**src/sv/vrs_pkg.sv**
```systemverilog
// Shared types and constants for the variable reference scanner.
package vrs_pkg;

   localparam int LINE_CHARS = 8192;
   localparam int IDX_W      = $clog2(LINE_CHARS);
   localparam int CNT_W      = IDX_W + 1;
   localparam int CHAR_W     = 8;
   localparam int CSR_IDX_W  = 2;

   localparam logic [IDX_W-1:0] LAST_IDX  = IDX_W'(LINE_CHARS - 1);
   localparam logic [CNT_W-1:0] MAX_COUNT = CNT_W'(LINE_CHARS);

   // reset values of the meta characters
   localparam logic [CHAR_W-1:0] ESCAPE_RESET = 8'd92;
   localparam logic [CHAR_W-1:0] DOLLAR_RESET = 8'd36;
   localparam logic [CHAR_W-1:0] OPEN_RESET   = 8'd123;
   localparam logic [CHAR_W-1:0] CLOSE_RESET  = 8'd125;

   // fixed name characters besides letters and digits
   localparam logic [CHAR_W-1:0] CH_UNDERSCORE = 8'h5F;
   localparam logic [CHAR_W-1:0] CH_COLON      = 8'h3A;
   localparam logic [CHAR_W-1:0] CH_MINUS      = 8'h2D;
   localparam logic [CHAR_W-1:0] CH_NUL        = 8'h00;

   typedef enum logic [CSR_IDX_W-1:0] {
      CSR_ESCAPE = 2'd0,
      CSR_DOLLAR = 2'd1,
      CSR_OPEN   = 2'd2,
      CSR_CLOSE  = 2'd3
   } csr_index_type;

   typedef enum logic [2:0] {
      CL_EOL   = 3'd0,
      CL_ESC   = 3'd1,
      CL_DOL   = 3'd2,
      CL_OPEN  = 3'd3,
      CL_CLOSE = 3'd4,
      CL_ALPHA = 3'd5,
      CL_NAME  = 3'd6,
      CL_OTHER = 3'd7
   } char_class_type;

   typedef enum logic [2:0] {
      PH_IDLE     = 3'd0,
      PH_SKIP     = 3'd1,
      PH_DOLLAR   = 3'd2,
      PH_BRACED   = 3'd3,
      PH_UNBRACED = 3'd4,
      PH_IGNORE   = 3'd5
   } phase_type;

   typedef enum logic [1:0] {
      EV_NONE  = 2'd0,
      EV_FOUND = 2'd1,
      EV_ERROR = 2'd2
   } event_type;

   typedef struct packed {
      logic [CHAR_W-1:0] escape_char;
      logic [CHAR_W-1:0] dollar_char;
      logic [CHAR_W-1:0] open_char;
      logic [CHAR_W-1:0] close_char;
   } meta_chars_type;

endpackage

```
**src/sv/vrs_classify.sv**
```systemverilog
// Character classifier: end of line, meta characters, letters, name characters.
module vrs_classify
   import vrs_pkg::*;
(
   input  logic [CHAR_W-1:0] ch,
   input  meta_chars_type    meta,
   output char_class_type    cls
);

   logic is_alpha;
   logic is_name;

   assign is_alpha = (ch >= 8'h41 && ch <= 8'h5A) || (ch >= 8'h61 && ch <= 8'h7A);
   assign is_name  = (ch >= 8'h30 && ch <= 8'h39) || ch == CH_UNDERSCORE ||
                     ch == CH_COLON || ch == CH_MINUS;

   // first match wins; NUL is tested first so a zero register never matches
   always_comb begin
      priority if (ch == CH_NUL)           cls = CL_EOL;
      else if (ch == meta.escape_char)     cls = CL_ESC;
      else if (ch == meta.dollar_char)     cls = CL_DOL;
      else if (ch == meta.open_char)       cls = CL_OPEN;
      else if (ch == meta.close_char)      cls = CL_CLOSE;
      else if (is_alpha)                   cls = CL_ALPHA;
      else if (is_name)                    cls = CL_NAME;
      else                                 cls = CL_OTHER;
   end

endmodule

```
**src/sv/variable_reference_scanner_core.sv**
```systemverilog
// Top level of the variable reference scanner: input stage, scan state, result register.
//
// Scans a text line one character per item (0 ends the line) and reports
// $name and ${name} references with the start and length of the whole
// reference and of the name, illegal characters inside braces, and the end
// of a line that holds no further reference. Escape, dollar and both brace
// characters are set through the csr_ port; write them only while no item
// is in flight. Throughput is one character per clock while req_stall is low:
// the scan state machine updates once per item. A result passes from the
// input register through the combinational scan step into the result
// register, which drives rsp_valid; a result is taken at an edge where
// rsp_stall is low. req_stall rises only when a character sits in the input
// register and the result register is full and stalled. Indexes saturate
// at LINE_CHARS-1 on very long lines, lengths at LINE_CHARS.
module variable_reference_scanner_core
   import vrs_pkg::*;
(
   input  logic                 clock,
   input  logic                 reset,
   // configuration
   input  logic                 csr_write_en,
   input  logic [CSR_IDX_W-1:0] csr_index,
   input  logic [CHAR_W-1:0]    csr_data,
   // character input
   input  logic                 req_valid,
   output logic                 req_stall,
   input  logic [CHAR_W-1:0]    req_ch,
   // result output
   output logic                 rsp_valid,
   input  logic                 rsp_stall,
   output logic [1:0]           rsp_event_res,
   output logic [IDX_W-1:0]     rsp_ref_start,
   output logic [CNT_W-1:0]     rsp_ref_length,
   output logic [IDX_W-1:0]     rsp_name_start,
   output logic [IDX_W-1:0]     rsp_name_length,
   output logic                 rsp_line_end
);

   // configuration registers
   meta_chars_type meta_ff;

   // input stage
   logic              in_valid_ff;
   logic [CHAR_W-1:0] in_ch_ff;

   // scan state
   phase_type         phase_ff,      phase_in;
   logic [IDX_W-1:0]  char_index_ff, char_index_in;
   logic [IDX_W-1:0]  ref_begin_ff,  ref_begin_in;
   logic [CNT_W-1:0]  ref_count_ff,  ref_count_in;
   logic [IDX_W-1:0]  name_begin_ff, name_begin_in;

   // result register
   logic              out_valid_ff;
   event_type         out_event_ff;
   logic [IDX_W-1:0]  out_ref_start_ff;
   logic [CNT_W-1:0]  out_ref_length_ff;
   logic [IDX_W-1:0]  out_name_start_ff;
   logic [IDX_W-1:0]  out_name_length_ff;
   logic              out_line_end_ff;

   // step results
   char_class_type    cls;
   logic              emit;
   event_type         ev;
   logic [IDX_W-1:0]  ev_ref_start;
   logic [CNT_W-1:0]  ev_ref_length;
   logic [IDX_W-1:0]  ev_name_start;
   logic [IDX_W-1:0]  ev_name_length;
   logic              ev_line_end;
   logic              new_line;

   logic              out_free;
   logic              process_en;
   logic [IDX_W-1:0]  idx_inc;
   logic [CNT_W-1:0]  cnt_inc;
   logic [CNT_W-1:0]  braced_len;
   logic [CNT_W-1:0]  unbraced_len;

   // ---------------- flow control ----------------
   // The result register frees up when empty or when its item is taken;
   // a character in the input register is processed exactly then.
   assign out_free   = !out_valid_ff || !rsp_stall;
   assign process_en = in_valid_ff && out_free;
   assign req_stall  = in_valid_ff && !out_free;

   // ---------------- configuration ----------------
   always_ff @(posedge clock) begin
      if (reset) begin
         meta_ff.escape_char <= ESCAPE_RESET;
         meta_ff.dollar_char <= DOLLAR_RESET;
         meta_ff.open_char   <= OPEN_RESET;
         meta_ff.close_char  <= CLOSE_RESET;
      end else if (csr_write_en) begin
         unique case (csr_index_type'(csr_index))
            CSR_ESCAPE: meta_ff.escape_char <= csr_data;
            CSR_DOLLAR: meta_ff.dollar_char <= csr_data;
            CSR_OPEN:   meta_ff.open_char   <= csr_data;
            CSR_CLOSE:  meta_ff.close_char  <= csr_data;
            default:    meta_ff             <= meta_ff;
         endcase
      end
   end

   // ---------------- input register ----------------
   always_ff @(posedge clock) begin
      if (reset) begin
         in_valid_ff <= 1'b0;
      end else if (!req_stall) begin
         in_valid_ff <= req_valid;
      end
   end

   always_ff @(posedge clock) begin
      if (!req_stall && req_valid) begin
         in_ch_ff <= req_ch;
      end
   end

   vrs_classify u_classify (
      .ch   (in_ch_ff),
      .meta (meta_ff),
      .cls  (cls)
   );

   // ---------------- scan step ----------------
   assign idx_inc      = (char_index_ff < LAST_IDX) ? char_index_ff + 1'b1 : char_index_ff;
   assign cnt_inc      = (ref_count_ff < MAX_COUNT) ? ref_count_ff + 1'b1 : ref_count_ff;
   // name length: braces and dollar (3) off the count, dollar (1) when unbraced
   assign braced_len   = (cnt_inc >= CNT_W'(3)) ? cnt_inc - CNT_W'(3) : '0;
   assign unbraced_len = (ref_count_ff >= CNT_W'(1)) ? ref_count_ff - CNT_W'(1) : '0;

   always_comb begin
      phase_in       = phase_ff;
      ref_begin_in   = ref_begin_ff;
      ref_count_in   = ref_count_ff;
      name_begin_in  = name_begin_ff;
      emit           = 1'b0;
      ev             = EV_NONE;
      ev_ref_start   = '0;
      ev_ref_length  = '0;
      ev_name_start  = '0;
      ev_name_length = '0;
      ev_line_end    = 1'b0;
      new_line       = 1'b0;

      unique case (phase_ff)
         PH_IGNORE: begin
            // rest of the line after an error produces nothing
            if (cls == CL_EOL) begin
               new_line = 1'b1;
            end
         end
         PH_SKIP: begin
            if (cls == CL_EOL) begin
               emit        = 1'b1;
               ev_line_end = 1'b1;
               new_line    = 1'b1;
            end else begin
               phase_in = PH_IDLE;
            end
         end
         PH_DOLLAR: begin
            priority case (cls)
               CL_EOL: begin
                  emit        = 1'b1;
                  ev_line_end = 1'b1;
                  new_line    = 1'b1;
               end
               CL_OPEN: begin
                  phase_in      = PH_BRACED;
                  ref_count_in  = CNT_W'(2);
                  name_begin_in = idx_inc;
               end
               CL_ALPHA: begin
                  phase_in      = PH_UNBRACED;
                  ref_count_in  = CNT_W'(2);
                  name_begin_in = char_index_ff;
               end
               CL_ESC:  phase_in = PH_SKIP;
               default: phase_in = PH_IDLE;   // includes a second dollar
            endcase
         end
         PH_BRACED: begin
            if (cls == CL_ALPHA || cls == CL_NAME) begin
               ref_count_in = cnt_inc;
            end else if (cls == CL_CLOSE) begin
               ref_count_in   = cnt_inc;
               emit           = 1'b1;
               ev             = EV_FOUND;
               ev_ref_start   = ref_begin_ff;
               ev_ref_length  = cnt_inc;
               ev_name_start  = name_begin_ff;
               ev_name_length = braced_len[IDX_W-1:0];
               phase_in       = PH_IDLE;
            end else begin
               emit         = 1'b1;
               ev           = EV_ERROR;
               ev_ref_start = ref_begin_ff;
               ev_line_end  = 1'b1;
               if (cls == CL_EOL) begin
                  new_line = 1'b1;
               end else begin
                  phase_in = PH_IGNORE;
               end
            end
         end
         PH_UNBRACED: begin
            if (cls == CL_ALPHA || cls == CL_NAME) begin
               ref_count_in = cnt_inc;
            end else begin
               // terminator ends the name and is rescanned from idle
               emit           = 1'b1;
               ev             = EV_FOUND;
               ev_ref_start   = ref_begin_ff;
               ev_ref_length  = ref_count_ff;
               ev_name_start  = name_begin_ff;
               ev_name_length = unbraced_len[IDX_W-1:0];
               ev_line_end    = (cls == CL_EOL);
               priority case (cls)
                  CL_EOL: new_line = 1'b1;
                  CL_ESC: phase_in = PH_SKIP;
                  CL_DOL: begin
                     phase_in     = PH_DOLLAR;
                     ref_begin_in = char_index_ff;
                  end
                  default: phase_in = PH_IDLE;
               endcase
            end
         end
         default: begin   // idle
            priority case (cls)
               CL_EOL: begin
                  emit        = 1'b1;
                  ev_line_end = 1'b1;
                  new_line    = 1'b1;
               end
               CL_ESC: phase_in = PH_SKIP;
               CL_DOL: begin
                  phase_in     = PH_DOLLAR;
                  ref_begin_in = char_index_ff;
               end
               default: phase_in = PH_IDLE;
            endcase
         end
      endcase

      if (new_line) begin
         phase_in      = PH_IDLE;
         char_index_in = '0;
      end else begin
         char_index_in = idx_inc;
      end
   end

   always_ff @(posedge clock) begin
      if (reset) begin
         phase_ff      <= PH_IDLE;
         char_index_ff <= '0;
         ref_begin_ff  <= '0;
         ref_count_ff  <= '0;
         name_begin_ff <= '0;
      end else if (process_en) begin
         phase_ff      <= phase_in;
         char_index_ff <= char_index_in;
         ref_begin_ff  <= ref_begin_in;
         ref_count_ff  <= ref_count_in;
         name_begin_ff <= name_begin_in;
      end
   end

   // ---------------- result register ----------------
   always_ff @(posedge clock) begin
      if (reset) begin
         out_valid_ff <= 1'b0;
      end else if (out_free) begin
         out_valid_ff <= process_en && emit;
      end
   end

   always_ff @(posedge clock) begin
      if (out_free && process_en && emit) begin
         out_event_ff       <= ev;
         out_ref_start_ff   <= ev_ref_start;
         out_ref_length_ff  <= ev_ref_length;
         out_name_start_ff  <= ev_name_start;
         out_name_length_ff <= ev_name_length;
         out_line_end_ff    <= ev_line_end;
      end
   end

   assign rsp_valid       = out_valid_ff;
   assign rsp_event_res   = out_event_ff;
   assign rsp_ref_start   = out_ref_start_ff;
   assign rsp_ref_length  = out_ref_length_ff;
   assign rsp_name_start  = out_name_start_ff;
   assign rsp_name_length = out_name_length_ff;
   assign rsp_line_end    = out_line_end_ff;

   // ---------------- assertions ----------------
   // line-ending and error items always close the line
   assert property (@(posedge clock) disable iff (reset)
      out_valid_ff && (out_event_ff == EV_NONE || out_event_ff == EV_ERROR)
         |-> out_line_end_ff)
      else $error("end-of-line or error item without line_end");

   // a found name is always shorter than its whole reference
   assert property (@(posedge clock) disable iff (reset)
      out_valid_ff && out_event_ff == EV_FOUND
         |-> ({1'b0, out_name_length_ff} < out_ref_length_ff))
      else $error("name length not below reference length");

   // end of line restarts the index and the scanner
   assert property (@(posedge clock) disable iff (reset)
      process_en && cls == CL_EOL
         |=> (char_index_ff == '0) && (phase_ff == PH_IDLE))
      else $error("end of line did not restart the scan");

endmodule

```
**config.mk**
```make
export PLATFORM = sky130hd
export DESIGN_NAME = variable_reference_scanner_core
export DESIGN_NICKNAME = d
export VERILOG_FILES = /design/src/sv/vrs_pkg.sv /design/src/sv/vrs_classify.sv /design/src/sv/variable_reference_scanner_core.sv
export SDC_FILE = /design/constraint.sdc
export NUM_CORES = 1
export LEC_CHECK = 0
export BUFFER_PORTS_ARGS = -buffer_cell sky130_fd_sc_hd__clkbuf_2
export CAP_MARGIN = 20
export CORE_AREA = 5 5 122 124
export CTS_CLUSTER_DIAMETER = 60
export DETAILED_ROUTE_END_ITERATION = 10
export DIE_AREA = 0 0 127 129
export PLACE_DENSITY = 0.79
export SYNTH_ARGS = -nofsm -noshare
export SYNTH_HDL_FRONTEND = slang
export SYNTH_SLANG_ARGS = --single-unit
```
**constraint.sdc**
```tcl
create_clock -name clock -period 6.3 [get_ports clock]
set_input_delay 0.315 -clock clock [delete_from_list [all_inputs] [get_ports clock]]
set_output_delay 0.315 -clock clock [all_outputs]
set_load 0.1 [all_outputs]
```
==> impl_results.md, run 1 <==
- Fin. max-slew vios: 0
- Pint: 1.616 mW
- Rows: between 40 and 50
- Fraction of layout instances using a drive strength above 1: 16.01%
- Syn nets: 866
- Final setup skew: 6.890 ps
- RePlAce Congestion: around 0.90
- CTS root buffer: clkbuf_16
- CTS max path bufs: 2
- Worst endpoint required time: 6480 ps
- Final WS setup: 2543 ps
- Worst-path clk slew: 60 ps
- Synth area leaders: edfxtp_1 (24%), dfxtp_1 (23%), xnor2_1 (4.7%)
- Crit. End Element: flop
- CP Cell Sequence: inv_1, ha_1, mux2i_1, inv_1, ha_1, nor3_1, nand2_1, nor3_1, a31o_2, o22ai_1, o22a_1
- Most common cell in the synthesized netlist: nor2_1
- Slew HR: ~36%
- Clk Latency, worst-skew pair: 430 ps
- Commonest cells in the netlist: nor2_1 (95), nand2_1 (91), dfxtp_1 (90)
- Layout Area Growth over Synthesis: 11.66%
- Hold_buf cts: 0
- Status: finished, final reports clean
- Vias in the first global route: 5999
- Hold crit path type: input pin to flop
- Routed len/inst: roughly 17 um
- Via density: 5.845
- Post-synth ARST share: 0%
- I/O Buffers: 80
- LEAKAGE: roughly 3.3 nW
- Max Cap Viol: 0
- CTS tree: built
- Setup WS pre-CTS: 2241 ps
- Fillers: 1165
- Grt ovf: 0
- Initial core utilization: between 50% and 60%
- Sw frac: 23.12%
- Total track usage: 22.75%
- Chip width: 127 um
- Layout Utilization: 64.37%
- Post-Route WL: about 18000 um
- Top-area cell type share of the netlist area: 24.39%
- Yosys Warn Count: 0
- Netlist cell types: 76
- Setup TNS: 0 ps
- Residual DRC count: 0
- Cts repair resizes: 0
- Yosys top cell by area: edfxtp_1
- Iter 0 DRT Violations: approximately 630
- ANT cells: 0
- Hold Fails Final Rpt: 0
- H-tree depth: 4
- First-pass GRT wire length: 30050 um
- Critical path type: flop to flop
- RSZ-0062 raised after global routing: no
- Initial antenna violation count: 0
- Antenna-violating nets left: 0
- Crit path largest cell delay: 650 ps
- I/O Pins: 81
- CP Launch Type: flop
- Syn avg cell area: 9.402 um^2
- Sink Count: ~150
- Vias after detailed routing: roughly 6300
- Total Nets Final: 908
- Final worst-path cycle share: 59.64%
- Comb pwr share: 4.3%
- Sequential cell area fraction in the yosys report: 47.26%
- Post-synth EDFFs: 64
- Largest net degree at the start of global routing: 73
- CTS Buf Count: 17
- Syn Inst Count: ~840
- Setup Buffers After CTS: 0
- Mapped Area: 0.007879 mm^2
- Die area: about 0.016 mm^2
- Hpwl dp: 12080 um
- Top FF cell, synth: dfxtp_1
- FMAX: 266.1 MHz
- Clock share of power: between 40% and 50%
- Switching power: approximately 0.49 mW
- DRT Pass-1 Iters: 5
- Die Y: approximately 130 um
- Crit-path slowest cell: dfxtp_1
- Worst Path Arrival: 3940 ps
- CP max FO: 16
- Core area: 0.01367 mm^2
- Worst vdd ir: 0.2155 mV
- Power density cells: about 240 mW/mm^2
- Seq pwr share: 50.5%
- Setup-failing EPs final: 0
- Min cycle time layout: 3757 ps
- FF+latch count, synth: ~150
- Slew of the pin with the lowest slew margin: 958.1 ps
sequential cells by signal, indices dropped and copies added, names as in the netlist, 2 cells and up:
name / flops
meta_ff: 32
ref_count_ff: 14
rsp_ref_length: 14
char_index_ff: 13
name_begin_ff: 13
ref_begin_ff: 13
rsp_name_length: 13
rsp_name_start: 13
rsp_ref_start: 13
in_ch_ff: 8
phase_ff: 3
rsp_event_res: 2
cell usage in the layout (no fill, tap or decap), types with 4 or more instances in the layout:
cell type   instances
xor2_1             25
o31ai_1             5
nand3_1            29
a21oi_1            35
or3_1               7
o311ai_0            6
nor2b_1            22
nand4_1            17
nor2_1             95
o41ai_1             4
or2_2               5
xnor2_1            42
nand3b_1            4
o22ai_1            14
or4_1               7
clkinvlp_4          5
nand2b_1            9
nor4_1              7
edfxtp_1           64
and2_1             16
nor3_1             14
o21ai_0            34
dfxtp_1            90
mux2i_1            35
a31oi_1            10
clkbuf_16          18
ha_1                5
clkbuf_2           80
inv_1               9
o21a_1              4
buf_4               4
nand2_1            91
a211oi_1           12
worst max-delay path, delay by kind of cell, from the launching register on:
family	cells	cell delay, ps
AO/OA/AOI/OAI	3	750
adder cells (fa/ha/maj)	2	560
buffers and inverters	2	200
flip-flops	1	650
multiplexers	1	230
AND/OR/NAND/NOR	3	1100
cell families after synthesis:
| family | after synthesis | share of synthesized area, % |
|---|---|---|
| flip-flops | 154 | 47.26 |
| multiplexers | 38 | 4.875 |
| AND/OR/NAND/NOR | 344 | 21.65 |
| XOR/XNOR | 67 | 7.448 |
| buffers and inverters | 71 | 4.383 |
| adder cells (fa/ha/maj) | 5 | 0.7940 |
| AO/OA/AOI/OAI | 159 | 13.59 |
layout make-up:
cell class                      instances  area, um^2  area share, %
Clock buffer                           19       464.2          5.277
Tap cell                              180       225.2          2.560
Clock inverter                         13       91.34          1.038
Multi-Input combinational cell        613        3825          43.48
Timing Repair Buffer                   84       430.4          4.893
Sequential cell                       154        3724          42.33
Inverter                               10       37.54         0.4267
metal layers:
layer  vias to the layer above  wire, um  GRT usage [%]  share of wire, %
li1                       3071         -              -                 -
met1                      2932      8152          31.38                45
met2                       242      8193          35.65                46
met3                        27      1270          5.064               7.1
met4                         0       316          7.823               1.8
met5                         -         0              0                 0
power groups by stage:
stage	Sequential, mW	Combinational (mW)	Clock [mW]
after floorplan	1.07	0.0724	0
after global placement	1.08	0.0882	0
after detailed placement	1.08	0.0896	0
after CTS	1.06	0.0906	0.960
after global routing	1.06	0.101	1.00
final	1.06	0.0911	0.950
final timing paths:
kind,start,to,slack [ps],cells after the start
max,ref_count_ff[0],rsp_name_length[5],2540,11
min,req_ch[6],in_ch_ff[6],60,1
max reg2reg,ref_count_ff[0],rsp_name_length[5],2540,11
min reg2reg,meta_ff[15],meta_ff[15],470,2
metrics by stage:
stage | hold WS, ps | area [um^2] | instances | power, mW
2_1_floorplan | 413.9 | 7879 | 838 | 1.147
6_report | 61.82 | 8797 | 1073 | 2.102
5_1_grt | 58.84 | 8797 | 1073 | 2.167
4_1_cts | 50.11 | 8790 | 1072 | 2.112
3_5_place_dp | 459.9 | 8234 | 1040 | 1.172
3_3_place_gp | 454.2 | 8234 | 1040 | 1.171
Note: power is estimated with default switching activity, not from simulation.
==> run 2, diff against run 1 <==
--- a/config.mk
+++ b/config.mk
@@ -7,11 +7,11 @@
 export LEC_CHECK = 0
 export BUFFER_PORTS_ARGS = -buffer_cell sky130_fd_sc_hd__clkbuf_2
 export CAP_MARGIN = 20
-export CORE_AREA = 5 5 122 124
+export CORE_AREA = 5 5 127 129
 export CTS_CLUSTER_DIAMETER = 60
 export DETAILED_ROUTE_END_ITERATION = 10
-export DIE_AREA = 0 0 127 129
-export PLACE_DENSITY = 0.79
+export DIE_AREA = 0 0 132 134
+export PLACE_DENSITY = 0.76
 export SYNTH_ARGS = -nofsm -noshare
 export SYNTH_HDL_FRONTEND = slang
 export SYNTH_SLANG_ARGS = --single-unit
==> constraint.sdc (replaced) <==
create_clock -name clock -period 3.22 [get_ports clock]
set_input_delay 0.161 -clock clock [delete_from_list [all_inputs] [get_ports clock]]
set_output_delay 0.161 -clock clock [all_outputs]
set_load 0.1 [all_outputs]
==> impl_results.md, run 2 (synthesis gave the netlist of run 1 again) <==
- Met3 WL: 1010 um (was 1270 um)
- Fin. max-slew vios: 0 (unchanged)
- Total track usage: 20.64% (was 22.75%)
- Tot Pwr: 4.176 mW (was 2.102 mW)
- CTS Buf Count: 17 (unchanged)
- Slew of the pin with the lowest slew margin: 846.1 ps (was 958.1 ps)
- Commonest non-fill, non-tap cell in the layout: nor2_1 (unchanged)
- Post-Route WL: 18570 um (was 17930 um)
- Met1 WL: 8706 um (was 8152 um)
- Min-delay src: csr_data[6] (was req_ch[6])
- Initial antenna violation count: 0 (unchanged)
- Crit-path slowest cell: dfxtp_2 (was dfxtp_1)
- Sink Count: 154 (unchanged)
- I/O Buffers: 80 (unchanged)
- Crit path largest cell delay: 460 ps (was 650 ps)
- LEAKAGE: 3.462 nW (was 3.263 nW)
- Routed len/inst: 16.60 um (was 16.71 um)
- Critical path type: flop to flop (unchanged)
- CP max FO: 11 (was 16)
- Post-Place Cells: 1072 (was 1040)
- Die Y: 134 um (was 129 um)
- Via density: 5.751 (was 5.845)
- Chip width: 132 um (was 127 um)
- Total Nets Final: 946 (was 908)
- Largest net degree at the start of global routing: 49 (was 73)
- I/O Pins: 81 (unchanged)
- RePlAce Congestion: 0.9037 (was 0.8950)
- Rows: 45 (was 43)
- Final worst-path cycle share: 93.22% (was 59.64%)
- Core area: 0.01492 mm^2 (was 0.01367 mm^2)
- Vias in the first global route: 5808 (was 5999)
- Residual DRC count: 0 (unchanged)
- RSZ-0062 raised after global routing: no (unchanged)
- Most frequent cells in the layout: nor2_1 (95), nand2_1 (91), dfxtp_1 (88) (was nor2_1 (95), nand2_1 (91), dfxtp_1 (90))
- Hold crit path type: input pin to flop (unchanged)
- Final setup skew: 9.895 ps (was 6.890 ps)
- Worst endpoint required time: 3400 ps (was 6480 ps)
- Worst Path Arrival: 3190 ps (was 3940 ps)
- CTS root buffer: clkbuf_16 (unchanged)
- CP Launch Point: ref_count_ff[1] (was ref_count_ff[0])
- Area of the multi-input gates: 0.003847 mm^2 (was 0.003825 mm^2)
- Vias after detailed routing: 6435 (was 6272)
- Slew HR: 43.59% (was 35.94%)
- Clk Latency, worst-skew pair: 430 ps (about the same)
- ANT cells: 0 (unchanged)
- CP Cell Sequence: inv_1, ha_1, mux2i_1, inv_1, ha_1, nor3_2, nand2_1, nor3_2, buf_4, a31oi_1, a32o_1, o21a_1 (was inv_1, ha_1, mux2i_1, inv_1, ha_1, nor3_1, nand2_1, nor3_1, a31o_2, o22ai_1, o22a_1)
- Layout Utilization: 61.44% (was 64.37%)
- Die area: 0.01769 mm^2 (was 0.01638 mm^2)
- CTS tree: built (unchanged)
- Antenna-violating nets left: 0 (unchanged)
- FMAX: 333.1 MHz (was 266.1 MHz)
- Highest Signal Layer: met4 (unchanged)
- DRT Pass-1 Iters: 5 (unchanged)
- Top reg by flops: meta_ff (unchanged)
- Fillers: 1247 (was 1165)
- WHS: 8.466 ps (was 61.82 ps)
- CTS max path bufs: 2 (unchanged)
- Largest register FFs: 32 (unchanged)
- First-pass GRT wire length: 29990 um (was 30050 um)
- Min cycle time layout: 3002 ps (was 3757 ps)
- Register area: 0.003726 mm^2 (was 0.003724 mm^2)
- Iter 0 DRT Violations: 645 (was 628)
- Max Cap Viol: 0 (unchanged)
- CP Launch Type: flop (unchanged)
- Worst-path clk slew: 60 ps (about the same)
- Grt ovf: 0 (unchanged)
- Met2 wire len: 8439 um (was 8193 um)
- Initial core utilization: 52.81% (was 57.65%)
- Worst vdd ir: 0.3393 mV (was 0.2155 mV)
- Setup TNS: 0 ps (unchanged)
- Crit. End Element: flop (unchanged)
- Hold Fails Final Rpt: 0 (unchanged)
- Layout Area Growth over Synthesis: 16.36% (was 11.66%)
- Reg-to-reg critical path startpoint: ref_count_ff[1] (was ref_count_ff[0])
- H-tree depth: 4 (unchanged)
- Fraction of layout instances using a drive strength above 1: 18.26% (was 16.01%)
- Status: finished, final reports clean (unchanged)
- Hpwl dp: 12660 um (was 12080 um)
- Setup-failing EPs final: 0 (unchanged)
- Final Non-Filler Cells: 1119 (was 1073)
- Power density cells: 455.5 mW/mm^2 (was 239.0 mW/mm^2)
run 2: stage by stage:
| stage | instance area, um^2 | setup WS, ps |
|---|---|---|
| 2_1_floorplan | 7913 | -164.2 |
| 3_3_place_gp | 8458 | 113.0 |
| 3_5_place_dp | 8458 | 69.38 |
| 4_1_cts | 9129 | 47.10 |
| 5_1_grt | 9168 | 35.64 |
| 6_report | 9168 | 218.3 |
run 2: cell type report:
class                      count  share of cell area, %
timing repair buffer         121                  8.298
clock inverter                13                  1.392
sequential                   154                  40.64
multi-input combinational    614                  41.97
clock buffer                  19                  4.722
inverter                      10                 0.4094
tap                          188                  2.566
run 2: final timing paths:
path / endpoint / slack [ps] / depth (start not counted)
max: rsp_name_length[2] / 220 / 12
min: meta_ff[6] / 8 / 3
max reg2reg: rsp_name_length[2] / 220 / 12
min reg2reg: meta_ff[10] / 470 / 2
run 2: where the power goes:
group	total (mW)	internal, mW	switching [mW]
clock network	1.91	1.13	0.779
registers	2.08	2.04	0.0339
logic	0.189	0.0783	0.111
run 2: repair_timing:
action | in CTS | in global routing
buffers inserted | 0 | 3
setup endpoints to repair | 0 | 11
gates resized for setup | 0 | 3
hold endpoints to repair | 12 | 0
hold buffers | 11 | 0
run 2: worst max-delay path, delay by kind of cell, from the launching register on:
kind | cells | cell delay [ps]
AO/OA/AOI/OAI | 3 | 490
multiplexers | 1 | 230
buffers and inverters | 3 | 360
flip-flops | 1 | 460
AND/OR/NAND/NOR | 3 | 680
adder cells (fa/ha/maj) | 2 | 530
run 2: per-layer routing:
metal  track usage [%]  vias to the layer above
met5                 0                        -
met4             7.429                        0
li1                  -                     3160
met1             29.17                     3017
met3             4.689                       37
met2             31.13                      221
